==> config.mk <==
export PLATFORM = sky130hd
export DESIGN_NAME = aea_mul
export DESIGN_NICKNAME = d
export VERILOG_FILES = /design/src/rtl/core/aea_pkg.sv /design/src/rtl/core/aea_mul.sv
export SDC_FILE = /design/constraint.sdc
export NUM_CORES = 2
export LEC_CHECK = 0
export BUFFER_PORTS_ARGS = -buffer_cell sky130_fd_sc_hd__buf_2
export CAP_MARGIN = 20
export CELL_PAD_IN_SITES_DETAIL_PLACEMENT = 0
export CELL_PAD_IN_SITES_GLOBAL_PLACEMENT = 1
export CORE_MARGIN = 2
export CORE_UTILIZATION = 26
export CTS_BUF_LIST = sky130_fd_sc_hd__clkbuf_8
export CTS_CLUSTER_DIAMETER = 100
export DETAILED_ROUTE_END_ITERATION = 6
export GPL_TIMING_DRIVEN = 0
export PLACE_DENSITY_LB_ADDON = 0.1
export REMOVE_ABC_BUFFERS = 1
export SLEW_MARGIN = 20
export SYNTH_ARGS = -nofsm -noshare
export SYNTH_HDL_FRONTEND = slang
export SYNTH_SLANG_ARGS = --single-unit
==> constraint.sdc <==
create_clock -name clk -period 22.8 [get_ports clk]
set_clock_uncertainty 0.1 [all_clocks]
set_input_delay 3.42 -clock clk [delete_from_list [all_inputs] [get_ports clk]]
set_output_delay 3.42 -clock clk [all_outputs]
set_load 0.01 [all_outputs]
==> src/rtl/core/aea_pkg.sv <==
// Shared types, constants and tables of the auto exposure adaptation block.
package aea_pkg;

	// Fraction bits found by the iterative log2 (repeated squaring steps)
	localparam int LOG_BITS = 8;
	localparam int LOG_IT_W = $clog2(LOG_BITS);

	localparam logic [31:0] ONE_Q16     = 32'd65536;
	localparam logic [31:0] LOG2E_Q16   = 32'd94548;
	localparam logic [31:0] LOG10_2_Q16 = 32'd19728;
	localparam logic [16:0] KEY_BASE    = 17'd67502;
	// Key scaling divides by 4 * 0.18 in Q.16 (47184 = 16 * 2949): drop four bits,
	// then multiply by ceil(2^41 / 2949), exact for the 29-bit operand
	localparam logic [31:0] KEY_RECIP   = 32'd745684387;
	localparam logic [33:0] KEY_RND     = 34'd23592;  // half of 4 * 0.18 in Q.16
	localparam logic [33:0] TWO_P33     = 34'h2_0000_0000;

	localparam int DIV_W  = 34;
	localparam int DIVS_W = 20;

	// Configuration register indexes
	localparam logic [3:0] CFG_USE_ILLUM  = 4'd0;
	localparam logic [3:0] CFG_PRESERVE   = 4'd1;
	localparam logic [3:0] CFG_SPEED_UP   = 4'd2;
	localparam logic [3:0] CFG_SPEED_DN   = 4'd3;
	localparam logic [3:0] CFG_KEY_VALUE  = 4'd4;
	localparam logic [3:0] CFG_MIN_EV     = 4'd5;
	localparam logic [3:0] CFG_MAX_EV     = 4'd6;
	localparam logic [3:0] CFG_REF_LUM    = 4'd7;

	typedef struct packed {
		logic [31:0] illum_luminance;
		logic        illum_valid;
		logic [31:0] screen_luminance;
		logic        screen_valid;
		logic [15:0] frame_time;
	} frame_t;

	typedef struct packed {
		logic signed [15:0] exposure_ev;
		logic [31:0]        adapted_lum_out;
		logic [15:0]        scene_key;
		logic               updated;
	} result_t;

	typedef struct packed {
		logic [3:0]  index;
		logic [31:0] wdata;
	} cfg_t;

	typedef struct packed {
		logic              start;
		logic [DIV_W-1:0]  dividend;
		logic [DIVS_W-1:0] divisor;
	} div_req_t;

	typedef struct packed {
		logic             busy;
		logic             done;
		logic [DIV_W-1:0] quotient;
	} div_rsp_t;

	// 2^-(2^-(k+1)) in Q.16
	function automatic logic [15:0] exp2_neg(input logic [3:0] k);
		logic [15:0] v;
		unique case (k)
			4'd0:    v = 16'd46341;
			4'd1:    v = 16'd55109;
			4'd2:    v = 16'd60097;
			4'd3:    v = 16'd62757;
			4'd4:    v = 16'd64132;
			4'd5:    v = 16'd64830;
			4'd6:    v = 16'd65182;
			4'd7:    v = 16'd65359;
			4'd8:    v = 16'd65447;
			4'd9:    v = 16'd65492;
			4'd10:   v = 16'd65514;
			4'd11:   v = 16'd65525;
			4'd12:   v = 16'd65530;
			4'd13:   v = 16'd65533;
			default: v = 16'd65535;
		endcase
		return v;
	endfunction

endpackage

==> src/rtl/core/aea_mul.sv <==
// Shared unsigned multiplier with registered product.
module aea_mul import aea_pkg::*; (
	input  logic        clk,
	input  logic [31:0] a,
	input  logic [31:0] b,
	output logic [63:0] p
);
	logic [63:0] p_q;

	always_ff @(posedge clk) begin
		p_q <= {32'd0, a} * {32'd0, b};
	end

	assign p = p_q;
endmodule

After elaboration in Yosys (flattened, before gate mapping)
Cells that the tools add are included.

storage, ports and cells
  flip-flop bits (word level) = 64
  input port bits = 65
  output and inout bits = 64
  logic and storage cells = 2

operators by class
  multipliers = 1

operator list
  cell                                            number
  32-bit by 32-bit multiplier with 64-bit output  1

Longest topological paths before layout
  depth after elaboration = 1
  depth in mapped cells = 29
  gate-level depth less buffers = 27

Worst setup path before layout
OpenSTA, ideal clock, no wires.

  path type = in2reg
  start point = input port a[25]
  end point = register p_q[62] (netlist: p[62])
  setup time = 0.072 ns
  data arrival time = 10.101 ns
  required time = 22.628 ns
  path slack = 12.527 ns
  cell stages on the path = 25
  path buffers = 2
  cell sequence = clkbuf_1 -> nand2_1 -> fa_1 -> inv_1 -> fa_1 -> inv_1 -> fa_1 -> inv_1 -> fa_1 -> fa_1 -> fa_1 -> fa_1 -> inv_1 -> fa_1 -> inv_1 -> ha_1 -> buf_2 -> nand4_1 -> or4_1 -> or3_1 -> a31oi_1 -> a31o_2 -> a211oi_1 -> o21ai_1 -> xor2_1

between the ends
  longest elaborated chain between the ends = 1

RTL lines
  element                                         line           RTL
  start: declaration                              aea_mul.sv:4   input logic [31:0] a,
  32-bit by 32-bit multiplier with 64-bit output  aea_mul.sv:11  p_q <= {32'd0, a} * {32'd0, b};
  end signal: assignment                          aea_mul.sv:11
  end: declaration                                aea_mul.sv:8   logic [63:0] p_q;

No other way between the ends.

Worst setup path in the final report
  start point = input port a[12]
  end point = register p_q[45] (netlist: p[45])

The elaborated chain is that of the path after synthesis.

==> impl_metrics.json <==
{
  "status": "finished with violations",
  "failed_checks": "design-rule violations",
  "async_flop_share_pct": 0,
  "drive_gt1_share_pct": 4.409,
  "fin_crit_sh_pct": 50.27,
  "cts_tree": "yes",
  "die_y_um": 369.2,
  "dr_total_vias": 23930,
  "slew_violations": 0,
  "synth_area_um2": 34680,
  "layout_commonest_cell": "fa_1",
  "placement.io_buffers": 128,
  "cts_sinks": 64,
  "drc_errors": 1,
  "crit_top_cell": "fa_1",
  "die_w_um": 369.2,
  "postSynthCellCount": 3748,
  "crit_fanout": 32,
  "rows": 133,
  "die-area_um2": 136300,
  "endpoint_kind": "flip-flop",
  "worstPathCellList": "buf_2, and2_1, fa_1, fa_1, fa_1, inv_1, fa_1, inv_1, fa_1, inv_1, fa_1, inv_1, fa_1, fa_1, ha_1, a21oi_1, o21bai_1, a21oi_1, o221a_2, o31ai_4, a221oi_4, o21bai_2, a21o_1, xnor2_1",
  "detail-route-antenna-nets": 0,
  "drtPass1Iterations": 7,
  "cap_violations": 0,
  "placed_cell_area_um2": 36680,
  "hp-class": "in2reg",
  "hpwl_um": 89730,
  "cts_resized": 0,
  "grt_pass1_wl_um": 181700,
  "yosysSeqAreaShare_pct": 3.695,
  "ys_warn_count": 0,
  "holdPathEnd": "p[0]",
  "start_kind": "primary input",
  "hold_path_depth": 2,
  "nNetsFinal": 4893,
  "critPathRequiredTime_ns": 22.93,
  "routed_via_density": 4.402,
  "critical_path.startpoint": "a[12]",
  "track_usage_pct": 18.04,
  "grt_setup_unrepaired": "false",
  "syn2layout_area_growth_pct": 6.516,
  "critPathArrivalTime_ns": 11.59,
  "synth_ff_type": "dfxtp_1",
  "relSlewSlack_pct": 19.53,
  "min_from": "b[0]",
  "cts_setup_buffers": 0,
  "min_period_ns": 11.46,
  "drt-total-wl_um": 118700,
  "wl_per_cell_um": 21.84,
  "worst_pin_slew_ns": 1.207,
  "coreArea_um2": 132000,
  "place_congestion": 0.7735,
  "fin_tns_setup_ns": 0,
  "clk_pin_slew_ns": 0.08,
  "grt_max_degree": 33,
  "fin_util_pct": 27.99,
  "drt_iter0_drc": 978,
  "initial_utilization_pct": 26.28,
  "cts_root_buf": "clkbuf_8",
  "largest_reg_flops": 64,
  "synth.distinct_cells": 57,
  "antenna_found_initial": 10,
  "fmax_mhz": 87.24,
  "grt_pass1_vias": 27280,
  "setup_violations": 0,
  "finalHoldViolCount": 0,
  "cts_hold_buf": 0,
  "fin_area_um2": 36940,
  "clk_path_buf_depth": 2,
  "gr-total-overflow": 0,
  "mostFrequentLayoutCells": "fa_1, inv_1, and2_1",
  "crit_slowest_cell": "buf_2",
  "htreeDepth": 3,
  "syn_area_per_cell_um2": 9.252,
  "critical_path_class": "in2reg",
  "ios": 129,
  "synth-seq-cells": 64,
  "max_stage_delay_ns": 0.84,
  "cts_made_buffers": 9,
  "synth_edf_count": 0
}
logic make-up after synthesis:
| logic type | count (synthesis) | share of synthesized area [%] |
|---|---|---|
| compound gates | 202 | 4.153 |
| buf+inv | 1085 | 11.77 |
| xor+xnor | 60 | 1.515 |
| simple gates | 1177 | 17.62 |
| fa+ha+maj | 1159 | 61.22 |
| mux | 1 | 0.02887 |
| flops | 64 | 3.695 |
worst max path at each step:
stage	end	cells past startpoint	slack, ns
2_1_floorplan	p[62]	22	12.81
3_3_place_gp	p[47]	23	10.77
3_5_place_dp	p[55]	24	10.82
4_1_cts	p[55]	24	11.25
5_1_grt	p[55]	24	10.88
6_report	p[45]	24	11.34
synth_stat cells, drive strengths merged, types with 4 or more instances:
| cell | count | area share (%) |
|---|---|---|
| nor3 | 7 | 0.10 |
| o21bai | 11 | 0.25 |
| buf | 7 | 0.097 |
| clkbuf | 213 | 2.3 |
| ha | 263 | 9.5 |
| dfxtp | 64 | 3.7 |
| o21a | 9 | 0.19 |
| nand2 | 480 | 5.2 |
| a221oi | 4 | 0.25 |
| nand3 | 10 | 0.14 |
| and3 | 14 | 0.25 |
| a21oi | 66 | 0.99 |
| o21ai | 26 | 0.38 |
| a21o | 40 | 0.87 |
| inv | 865 | 9.4 |
| a31oi | 12 | 0.22 |
| xor2 | 25 | 0.63 |
| nor2 | 20 | 0.22 |
| xnor2 | 35 | 0.88 |
| nand4 | 23 | 0.41 |
| a221o | 4 | 0.12 |
| and2 | 602 | 11 |
| o31ai | 5 | 0.23 |
| fa | 896 | 52 |
per-layer routing:
layer	track usage, %	wire [um]	vias to the layer above
li1	-	-	10680
met2	31.52	59250	322
met5	0	0	-
met3	1.029	2599	45
met1	25.30	55990	12880
met4	1.907	861	0
through the flow:
| step | worst slack (ns) | cells | hold WS (ns) |
|---|---|---|---|
| floorplan | 12.81 | 3528 | 3.442 |
| global placement | 10.77 | 5411 | 3.713 |
| detailed placement | 10.82 | 5411 | 3.715 |
| CTS | 11.25 | 5427 | 3.647 |
| global route | 10.88 | 5429 | 3.677 |
| finish | 11.34 | 5436 | 3.680 |
worst max-delay path: cells and delay by family:
kind | cells | cell delay, ns
AOI/OAI and AO/OA | 8 | 1.76
xor gates and xnor gates | 1 | 0.61
adders and majority gates | 9 | 4.40
buffers and inverters | 5 | 1.05
and+or+nand+nor | 1 | 0.28
area by class of cell:
class / instances / area (um^2)
diodes: 7 / 17.52
clock buffers: 9 / 123.9
clock inverters: 7 / 72.57
fillers: 14190 / 95030
inverters: 865 / 3247
multi-input cells: 2599 / 29310
flip-flops and latches: 64 / 1281
well taps: 1755 / 2196
repair buffers: 130 / 683.2
Power is left out: the tool's default activity adds up to more than one toggle a clock period on the data nets, which glitch-free logic cannot reach.
