$ cat src/rtl/core/aea_pkg.sv
// Shared types, constants and tables of the auto exposure adaptation block.
package aea_pkg;

	// Fraction bits found by the iterative log2 (repeated squaring steps)
	localparam int LOG_BITS = 8;
	localparam int LOG_IT_W = $clog2(LOG_BITS);

	localparam logic [31:0] ONE_Q16     = 32'd65536;
	localparam logic [31:0] LOG2E_Q16   = 32'd94548;
	localparam logic [31:0] LOG10_2_Q16 = 32'd19728;
	localparam logic [16:0] KEY_BASE    = 17'd67502;
	// Key scaling divides by 4 * 0.18 in Q.16 (47184 = 16 * 2949): drop four bits,
	// then multiply by ceil(2^41 / 2949), exact for the 29-bit operand
	localparam logic [31:0] KEY_RECIP   = 32'd745684387;
	localparam logic [33:0] KEY_RND     = 34'd23592;  // half of 4 * 0.18 in Q.16
	localparam logic [33:0] TWO_P33     = 34'h2_0000_0000;

	localparam int DIV_W  = 34;
	localparam int DIVS_W = 20;

	// Configuration register indexes
	localparam logic [3:0] CFG_USE_ILLUM  = 4'd0;
	localparam logic [3:0] CFG_PRESERVE   = 4'd1;
	localparam logic [3:0] CFG_SPEED_UP   = 4'd2;
	localparam logic [3:0] CFG_SPEED_DN   = 4'd3;
	localparam logic [3:0] CFG_KEY_VALUE  = 4'd4;
	localparam logic [3:0] CFG_MIN_EV     = 4'd5;
	localparam logic [3:0] CFG_MAX_EV     = 4'd6;
	localparam logic [3:0] CFG_REF_LUM    = 4'd7;

	typedef struct packed {
		logic [31:0] illum_luminance;
		logic        illum_valid;
		logic [31:0] screen_luminance;
		logic        screen_valid;
		logic [15:0] frame_time;
	} frame_t;

	typedef struct packed {
		logic signed [15:0] exposure_ev;
		logic [31:0]        adapted_lum_out;
		logic [15:0]        scene_key;
		logic               updated;
	} result_t;

	typedef struct packed {
		logic [3:0]  index;
		logic [31:0] wdata;
	} cfg_t;

	typedef struct packed {
		logic              start;
		logic [DIV_W-1:0]  dividend;
		logic [DIVS_W-1:0] divisor;
	} div_req_t;

	typedef struct packed {
		logic             busy;
		logic             done;
		logic [DIV_W-1:0] quotient;
	} div_rsp_t;

	// 2^-(2^-(k+1)) in Q.16
	function automatic logic [15:0] exp2_neg(input logic [3:0] k);
		logic [15:0] v;
		unique case (k)
			4'd0:    v = 16'd46341;
			4'd1:    v = 16'd55109;
			4'd2:    v = 16'd60097;
			4'd3:    v = 16'd62757;
			4'd4:    v = 16'd64132;
			4'd5:    v = 16'd64830;
			4'd6:    v = 16'd65182;
			4'd7:    v = 16'd65359;
			4'd8:    v = 16'd65447;
			4'd9:    v = 16'd65492;
			4'd10:   v = 16'd65514;
			4'd11:   v = 16'd65525;
			4'd12:   v = 16'd65530;
			4'd13:   v = 16'd65533;
			default: v = 16'd65535;
		endcase
		return v;
	endfunction

endpackage

$ cat src/rtl/core/aea_div.sv
// Restoring divider, one quotient bit per cycle.
module aea_div import aea_pkg::*; (
	input  logic     clk,
	input  logic     arst_n,
	input  div_req_t req,
	output div_rsp_t rsp
);
	logic [DIV_W-1:0]  dvd_q;
	logic [DIV_W-1:0]  quo_q;
	logic [DIVS_W-1:0] rem_q;
	logic [DIVS_W-1:0] dvs_q;
	logic [5:0]        cnt_q;
	logic              busy_q;
	logic              done_q;
	logic [DIVS_W:0]   trial;
	logic              fits;

	assign trial = {rem_q, dvd_q[DIV_W-1]};
	assign fits  = trial >= {1'b0, dvs_q};

	always_ff @(posedge clk or negedge arst_n) begin
		if (!arst_n) begin
			busy_q <= 1'b0;
			done_q <= 1'b0;
			cnt_q  <= '0;
		end else begin
			done_q <= 1'b0;
			if (req.start) begin
				busy_q <= 1'b1;
				cnt_q  <= 6'(DIV_W);
			end else if (busy_q) begin
				cnt_q <= cnt_q - 6'd1;
				if (cnt_q == 6'd1) begin
					busy_q <= 1'b0;
					done_q <= 1'b1;
				end
			end
		end
	end

	always_ff @(posedge clk) begin
		if (req.start) begin
			dvd_q <= req.dividend;
			dvs_q <= req.divisor;
			rem_q <= '0;
			quo_q <= '0;
		end else if (busy_q) begin
			dvd_q <= {dvd_q[DIV_W-2:0], 1'b0};
			rem_q <= fits ? DIVS_W'(trial - {1'b0, dvs_q}) : trial[DIVS_W-1:0];
			quo_q <= {quo_q[DIV_W-2:0], fits};
		end
	end

	assign rsp.busy     = busy_q;
	assign rsp.done     = done_q;
	assign rsp.quotient = quo_q;
endmodule

$ cat config.mk
export PLATFORM = sky130hd
export DESIGN_NAME = aea_div
export DESIGN_NICKNAME = d
export VERILOG_FILES = /design/src/rtl/core/aea_pkg.sv /design/src/rtl/core/aea_div.sv
export SDC_FILE = /design/constraint.sdc
export NUM_CORES = 1
export LEC_CHECK = 0
export ABC_CLOCK_PERIOD_IN_PS = 3090
export BUFFER_PORTS_ARGS = -buffer_cell sky130_fd_sc_hd__buf_2
export CAP_MARGIN = 40
export CORE_UTILIZATION = 50
export CTS_BUF_LIST = sky130_fd_sc_hd__clkbuf_8 sky130_fd_sc_hd__clkbuf_16
export DETAILED_ROUTE_END_ITERATION = 12
export PLACE_DENSITY_LB_ADDON = 0.3
export REMOVE_ABC_BUFFERS = 1
export SYNTH_ARGS = -nofsm -noshare
export SYNTH_HDL_FRONTEND = slang
export SYNTH_SLANG_ARGS = --single-unit
$ cat constraint.sdc
create_clock -name clk -period 3.09 [get_ports clk]
set_input_delay 0.1545 -clock clk [delete_from_list [all_inputs] [get_ports clk]]
set_output_delay 0.1545 -clock clk [all_outputs]
set_load 0.02 [all_outputs]
# Word level (Yosys, flattened, before mapping)
# Index checks and enable logic that the tools add are counted.
# totals
regBits	116
elab_cells	23
input_bits	57
# op_classes
mux	11
magnitude_cmp	1
addsub	2
n_reduce_logical	1
eq_ne	1
# ops
cell	count
$mux W34	2
$ge A21 B20 Y1	1
$mux W20	1
$sub A20 B20 Y20	1
$mux W6	2
$eq A6 B1 Y1 const B	1
$mux W1	6
$sub A6 B1 Y6 const B	1
$reduce_bool A2 Y1	1

# Depth between registers and ports, before layout
# Gate-level depths: netlist of run 1.
# depth
ltp_word	4
mapped_depth	12

# Worst setup path before layout of run 1
# Ideal clock, no wire load.
# synth_timing
kind	register -> register
from	reg dvd_q[33]
to	reg rem_q[18]
t_arrival_ps	2190
setup_time_ps	122
synth_period_minus_slack_ps	2312
required_time_ps	2968
stages_incl_launch_ff	11
path_slack_ps	778
n_path_buf	0
path_cell_list	edfxtp_1 > inv_1 > ha_1 > fa_1 > nor2b_1 > o31ai_2 > a2111oi_2 > nor3_1 > mux2_2 > a211oi_1 > o21ai_1
# synth_between
elab_chain_cells	2
# synth_lines
item	line_no	source
start: declaration	aea_div.sv:8	logic [DIV_W-1:0] dvd_q;
start signal: assignment	aea_div.sv:43	dvd_q <= req.dividend;
start signal: assignment	aea_div.sv:48	dvd_q <= {dvd_q[DIV_W-2:0], 1'b0};
$sub A20 B20 Y20 or $ge A21 B20 Y1 (tied branches)	aea_div.sv:49, aea_div.sv:19	
$mux W20 (*)	aea_div.sv:49	rem_q <= fits ? DIVS_W'(trial - {1'b0, dvs_q}) : trial[DIVS_W-1:0];
end signal: assignment	aea_div.sv:49	
end: declaration	aea_div.sv:10	logic [DIVS_W-1:0] rem_q;
# Mark *: on every way between the ends. The rest lies on a longest branch, timed or not.
# A chain may end at the register's enable or synchronous reset.

# Final worst setup path of run 1
# Ends and elaborated chain as after synthesis.

==> key figures, run 1 <==
CTS
  • CTS buffer count: 17
  • Clock Tree Buf Depth: 2
  • Worst-Skew Late Latency: ~0.52 ns
  • CTS tree: done
  • CTS root buf: clkbuf_8
  • Clock transition at the registers of the reported paths: 0.06 ns
  • Clock Sinks: 116
  • H-tree Lvls: 4

Floorplanning
  • Rows: 38
  • Die height: approximately 110 um
  • Die X: 108 um
  • Core area: about 11,000 sq um
  • Die Footprint: roughly 12,000 sq um
  • I/O pin cnt: 93
  • Initial Util: between 50% and 60%

Layout
  • # fillers: approximately 830
  • Layout Nets: 740
  • Layout cells sized above 1: 25.4%
  • Multi-input combinational cell area: 2470 sq um
  • Fin area: approximately 7300 sq um
  • Area growth, synth to finish: 30.6%
  • Final core utilization: between 60% and 70%
  • FF/Latch Area: 2900 sq um
  • Ant diodes: 0

Synthesis
  • Number of synthesized flops with an enable pin: 54
  • Post-synth cell types: 57
  • Most instantiated cells after synthesis: 63 x nor2_1, 54 x dfxtp_1, 54 x edfxtp_1
  • Mapped Avg Cell Area: 11.0 sq um
  • Largest area contributor in the netlist: edfxtp_1
  • Top cells by area, synth: edfxtp_1 29%, dfxtp_1 19%, mux2_2 6.8%
  • Yosys Warn Count: 0
  • Cells after synthesis: 511
  • Top-count cell post-synth: nor2_1
  • Ys flop type: edfxtp_1
  • Yosys top cell area share: 28.9%
  • Cell Area, Synth: 5610 sq um
  • FFs w/ async S/R, synth: roughly 7%
  • Share of the yosys chip area belonging to registers: 51.8%
  • Synth Register Bits: 116

Power and ir drop
  • Leak pwr: 3.40 nW
  • Switching Share: 27.6%
  • Sequential power share: roughly two fifths
  • Worst VDD drop: between 0.4 and 0.5 mV
  • Clock share of power: around 40%
  • P_sw: 1.28 mW
  • Power Density: around 630 nW/um^2
  • Internal power: 3.35 mW
  • Comb pwr share: 21.1%

Placed design
  • Final RePlAce weighted congestion: 0.901
  • Final HPWL DP: 7.61 mm
  • Placement Cell Area: 6200 sq um
  • Port buffer count: 92

Drt
  • Antenna-violating nets left: 0
  • Via/cell ratio: 5.30
  • DR iter-0 viols: ~220
  • First-pass DRT Iterations: 4
  • Residual DRC count: 0
  • DR WL/cell: 15.0 um
  • Via count: 4,310
  • Drt total wl: approximately 12 mm

Timing
  • Worst slew margin: 55.3%
  • Endpoints failing hold: 0
  • Final period util: 85.2%
  • Skew final: 0.00983 ns
  • Max Freq: 0.380 GHz
  • Setup TNS: 0 ns
  • Slew @ Worst Pin: 0.661 ns
  • RSZ-0062 raised after global routing: false
  • Final min period: about 2.6 ns
  • Final setup fails: 0
  • Fin. max-slew vios: 0

Worst setup path
  • Arr. time, crit path: 3.03 ns
  • Max FO, Critical Path: 4
  • CP endpoint kind: flop
  • Worst path required time: roughly 3.5 ns
  • Worst Setup Start Kind: flop
  • Setup CP Type: reg2reg

GRT
  • Initial antenna violation count: 0
  • Tot GR Track Use: 22.8%
  • Largest net degree at the start of global routing: 60
  • Vias in the first global route: around 4,300
  • Global-route wire length before repair: between 20 and 25 mm
  • GRT overflow: 0

Run status
  • Status: completed

Worst hold path
  • Min-Delay Path Class: in2reg

Job
  • Max-capacitance violation count: 0
[power groups by stage]
stage | clock [mW] | sequential [mW] | combinational (mW)
floorplan | 0 | 1.86 | 0.676
global placement | 0 | 1.87 | 0.894
detailed placement | 0 | 1.88 | 0.912
CTS | 1.84 | 1.85 | 0.974
global route | 1.91 | 1.87 | 1.09
finish | 1.80 | 1.85 | 0.980
[state kept, by name, summed over array words and instances, names as in the netlist]
signal	count
busy_q	1
cnt_q	6
done_q	1
dvd_q	34
dvs_q	20
quo_q	34
rem_q	20
[worst max-delay path: stages (launching register included)]
cell	delay, ns
edfxtp_1	0.35
inv_1	0.05
ha_1	0.21
fa_1	0.38
nor2b_1	0.23
o31ai_2	0.14
a2111oi_2	0.43
nor3_1	0.16
mux2_2	0.30
a211oi_1	0.17
o21ai_1	0.10
[stage by stage]
stage	instances	power (mW)	setup WS (ns)	hold WS (ns)
final	813	4.63	0.456	0.164
after CTS	813	4.67	0.449	0.130
after global routing	813	4.88	0.276	0.167
after detailed placement	725	2.79	0.475	0.00448
after floorplan	485	2.54	-0.477	-0.141
after global placement	725	2.77	0.566	0.00382
[path summary, 6_finish.rpt]
check,startpoint,endpoint,slack [ns],cells after the start
max in group asynchronous,arst_n,busy_q,2.19,3
setup / recovery,dvd_q[33],rem_q[18],0.46,10
setup reg to reg,dvd_q[33],rem_q[18],0.46,10
hold / removal,req[54],rem_q[11],0.16,2
hold reg to reg,rem_q[4],rem_q[4],0.49,2
min in group asynchronous,arst_n,cnt_q[2],0.61,3
[metal layers]
metal	global-route usage, %	part of all wire [%]	vias up
li1	-	-	2134
met1	27.5	44	2043
met2	37.8	49	110
met3	6.78	4.8	23
met4	9.59	1.8	0
met5	0	0	-
[cell families (layout without fill, tap and decap cells)]
group / count (synthesis) / in the layout / synth area share, %
flops: 116 / 116 / 51.8
simple gates: 135 / 135 / 11.5
xor+xnor: 16 / 16 / 2.50
buf+inv: 58 / 220 / 4.24
mux: 72 / 72 / 13.6
fa+ha+maj: 23 / 23 / 5.27
compound gates: 91 / 91 / 11.1
[repair_timing]
item,in CTS,in global routing
endpoints found under the hold margin,62,0
resized for setup,0,0
hold buffers,56,0
buffers inserted,0,0
[cell type report]
class	instances	area share, %
clock buffers	22	6.90
clock inverters	10	0.752
inverters	32	1.64
multi-input cells	337	33.7
flip-flops and latches	116	39.7
well taps	140	2.39
repair buffers	156	15.0
[placed cells by master (no fill, tap or decap), drive strengths merged, types with 3 or more instances in the layout]
master and instances:
buf 100, nor2 63, dlygate4sd3 56, edfxtp 54, dfxtp 54, mux2i 38, inv 38, mux2 34
a21oi 24, nand2 23, ha 22, clkbuf 22, o21ai 20, nand3 12, xnor2 9, a211oi 9
dfrtp 8, xor2 7, nor2b 7, a32oi 7, nand2b 6, o211ai 5, and2 4, o21a 4
nor3b 4, clkinv 4, nor3 3, and3 3, a31oi 3, o311ai 3, a2111oi 3
No activity file was read; power rests on OpenSTA's default activity.
==> inputs of run 2 (changes only) <==
--- a/config.mk
+++ b/config.mk
@@ -9,7 +9,7 @@
 export BUFFER_PORTS_ARGS = -buffer_cell sky130_fd_sc_hd__buf_2
 export CAP_MARGIN = 40
 export CORE_UTILIZATION = 50
-export CTS_BUF_LIST = sky130_fd_sc_hd__clkbuf_8 sky130_fd_sc_hd__clkbuf_16
+export CTS_BUF_LIST = sky130_fd_sc_hd__clkbuf_4 sky130_fd_sc_hd__clkbuf_8
 export DETAILED_ROUTE_END_ITERATION = 12
 export PLACE_DENSITY_LB_ADDON = 0.3
 export REMOVE_ABC_BUFFERS = 1
==> run 2 against run 1 <==
  * Core utilization down 2.6 points
  * Wire length down 2.3%
  * Clock-buffer cell count up 2
  * Highest routed layer unchanged
==> key figures, run 2 (synthesis results as in run 1) <==
Timing
  • Setup ws final: between 0.4 and 0.5 ns
  • Final setup fails: 0
  • Worst slew margin: 58.8%
  • Slew @ Worst Pin: 0.609 ns
  • Setup TNS: 0 ns
  • Final min period: 2.65 ns
  • Skew final: 0.0175 ns
  • Final period util: 85.7%
  • RSZ-0062 raised after global routing: false
  • Max Freq: 0.378 GHz
  • Fin. max-slew vios: 0
  • Endpoints failing hold: 0
  • WHS: 0.0274 ns

Placed design
  • Final RePlAce weighted congestion: around 0.90
  • Final HPWL DP: 7.61 mm
  • Placement Cell Area: 6200 sq um
  • Post-Place Worst Slack: 0.475 ns
  • Placed instance count: 725
  • Port buffer count: 92

Drt
  • Antenna-violating nets left: 0
  • First-pass DRT Iterations: 4
  • Via count: 4,258
  • Via/cell ratio: 5.32
  • Drt total wl: 11.9 mm
  • DR iter-0 viols: 221
  • DR WL/cell: 14.8 um
  • Residual DRC count: 0

Worst setup path
  • Slowest-stage cell, CP: a2111oi_2
  • Max FO, Critical Path: 4
  • CP endpoint kind: flop
  • Crit-path max cell delay: 0.43 ns
  • Worst path required time: ~3.4 ns
  • Setup CP Type: reg2reg
  • Arr. time, crit path: 2.95 ns
  • Crit-path leading delay family: compound AO/OA/AOI/OAI gates
  • Reg-to-reg slack, setup: 0.44 ns
  • Crit-path cells: inv_1, ha_1, fa_1, nor2b_1, o31ai_2, a2111oi_2, nor3_1, mux2_2, a211oi_1, o21ai_1
  • Bufs and invs on worst path: 1
  • Worst Setup Start Kind: flop

Power and ir drop
  • Power Density: 601 nW/um^2
  • Worst VDD drop: ~0.42 mV
  • Overall power: 4.23 mW
  • Leak pwr: 3.26 nW

GRT
  • Met2 usage: 36.9%
  • Global-route layer with the greatest usage: met2
  • Tot GR Track Use: 22.1%
  • Largest net degree at the start of global routing: 60
  • Grt met3 use: 6.84%
  • Met1 GRT Util: a little over a quarter
  • Initial antenna violation count: 0
  • Vias in the first global route: between 4,000 and 5,000
  • GRT overflow: 0
  • Global-route wire length before repair: 19.7 mm

Layout
  • Layout cells sized above 1: between 20% and 30%
  • Commonest non-fill, non-tap cell in the layout: buf_2
  • Largest regs: dvd_q x34, quo_q x34
  • Ant diodes: 0
  • FF/Latch Area: approximately 2900 sq um
  • Commonest non-fill, non-tap cells in the layout: 91 x buf_2, 63 x nor2_1, 54 x edfxtp_1, 54 x dfxtp_1, 43 x dlygate4sd3_1
  • Layout Nets: around 730
  • Multi-input combinational cell area: between 2000 and 2500 sq um
  • Fin area: 7040 sq um
  • Final core utilization: about 65%
  • # fillers: 872
  • Area growth, synth to finish: 25.5%
  • Post-Layout Cell Count: 800

Floorplanning
  • Die height: 108 um
  • Die Footprint: 11,600 sq um
  • Initial Util: 51.5%
  • Rows: 38
  • I/O pin cnt: 93
  • Core area: ~11,000 sq um
  • Die X: ~110 um

Worst hold path
  • Min-Delay Path Class: in2reg

CTS
  • CTS root buf: clkbuf_8
  • Worst-Skew Late Latency: 0.43 ns
  • CTS tree: done
  • Clock transition at the registers of the reported paths: 0.07 ns
  • CTS buffer count: 17
  • H-tree Lvls: 4
  • Clock Sinks: between 100 and 150
  • Post-CTS setup buffer count: 0
  • Clock Tree Buf Depth: 2

Run status
  • Status: completed

Job
  • Max-capacitance violation count: 0
## run 2: cell count changes in the layout (fill, tap and decap cells not counted)
cell,before,now
inv_1,36,32
dlygate4sd3_1,56,43
bufinv_16,0,2
clkbuf_4,0,4
clkbuf_16,18,0
clkbuf_8,4,20
## run 2: timing repair
action | in CTS | in global routing
setup endpoints to repair | 0 | 0
resized for setup | 0 | 0
endpoints found under the hold margin | 50 | 0
hold buffers | 43 | 0
## run 2: where the power goes
group	switching [mW]	internal [mW]
clock network	0.598	0.817
registers	0.0859	1.76
logic	0.518	0.445
## run 2: final timing paths
| path | startpoint | depth (start not counted) | to |
|---|---|---|---|
| setup / recovery | dvd_q[33] | 10 | rem_q[18] |
| hold / removal | req[42] | 2 | dvd_q[22] |
| setup reg to reg | dvd_q[33] | 10 | rem_q[18] |
| hold reg to reg | rem_q[4] | 2 | rem_q[4] |
| max in group asynchronous | arst_n | 2 | busy_q |
| min in group asynchronous | arst_n | 2 | cnt_q[2] |
## run 2: area by class of cell
| class | count | share of cell area [%] |
|---|---|---|
| sequential | 116 | 41.3 |
| multi-input combinational | 337 | 35.0 |
| timing repair buffer | 143 | 13.7 |
| clock buffer | 24 | 4.34 |
| tap | 140 | 2.49 |
| inverter | 32 | 1.71 |
| clock inverter | 8 | 1.42 |
## run 2: per-layer routing
layer  routed length, um  up-vias
met5                   0        -
li1                    -     2108
met3                 588       10
met2                5810      103
met4                 127        0
met1                5350     2037
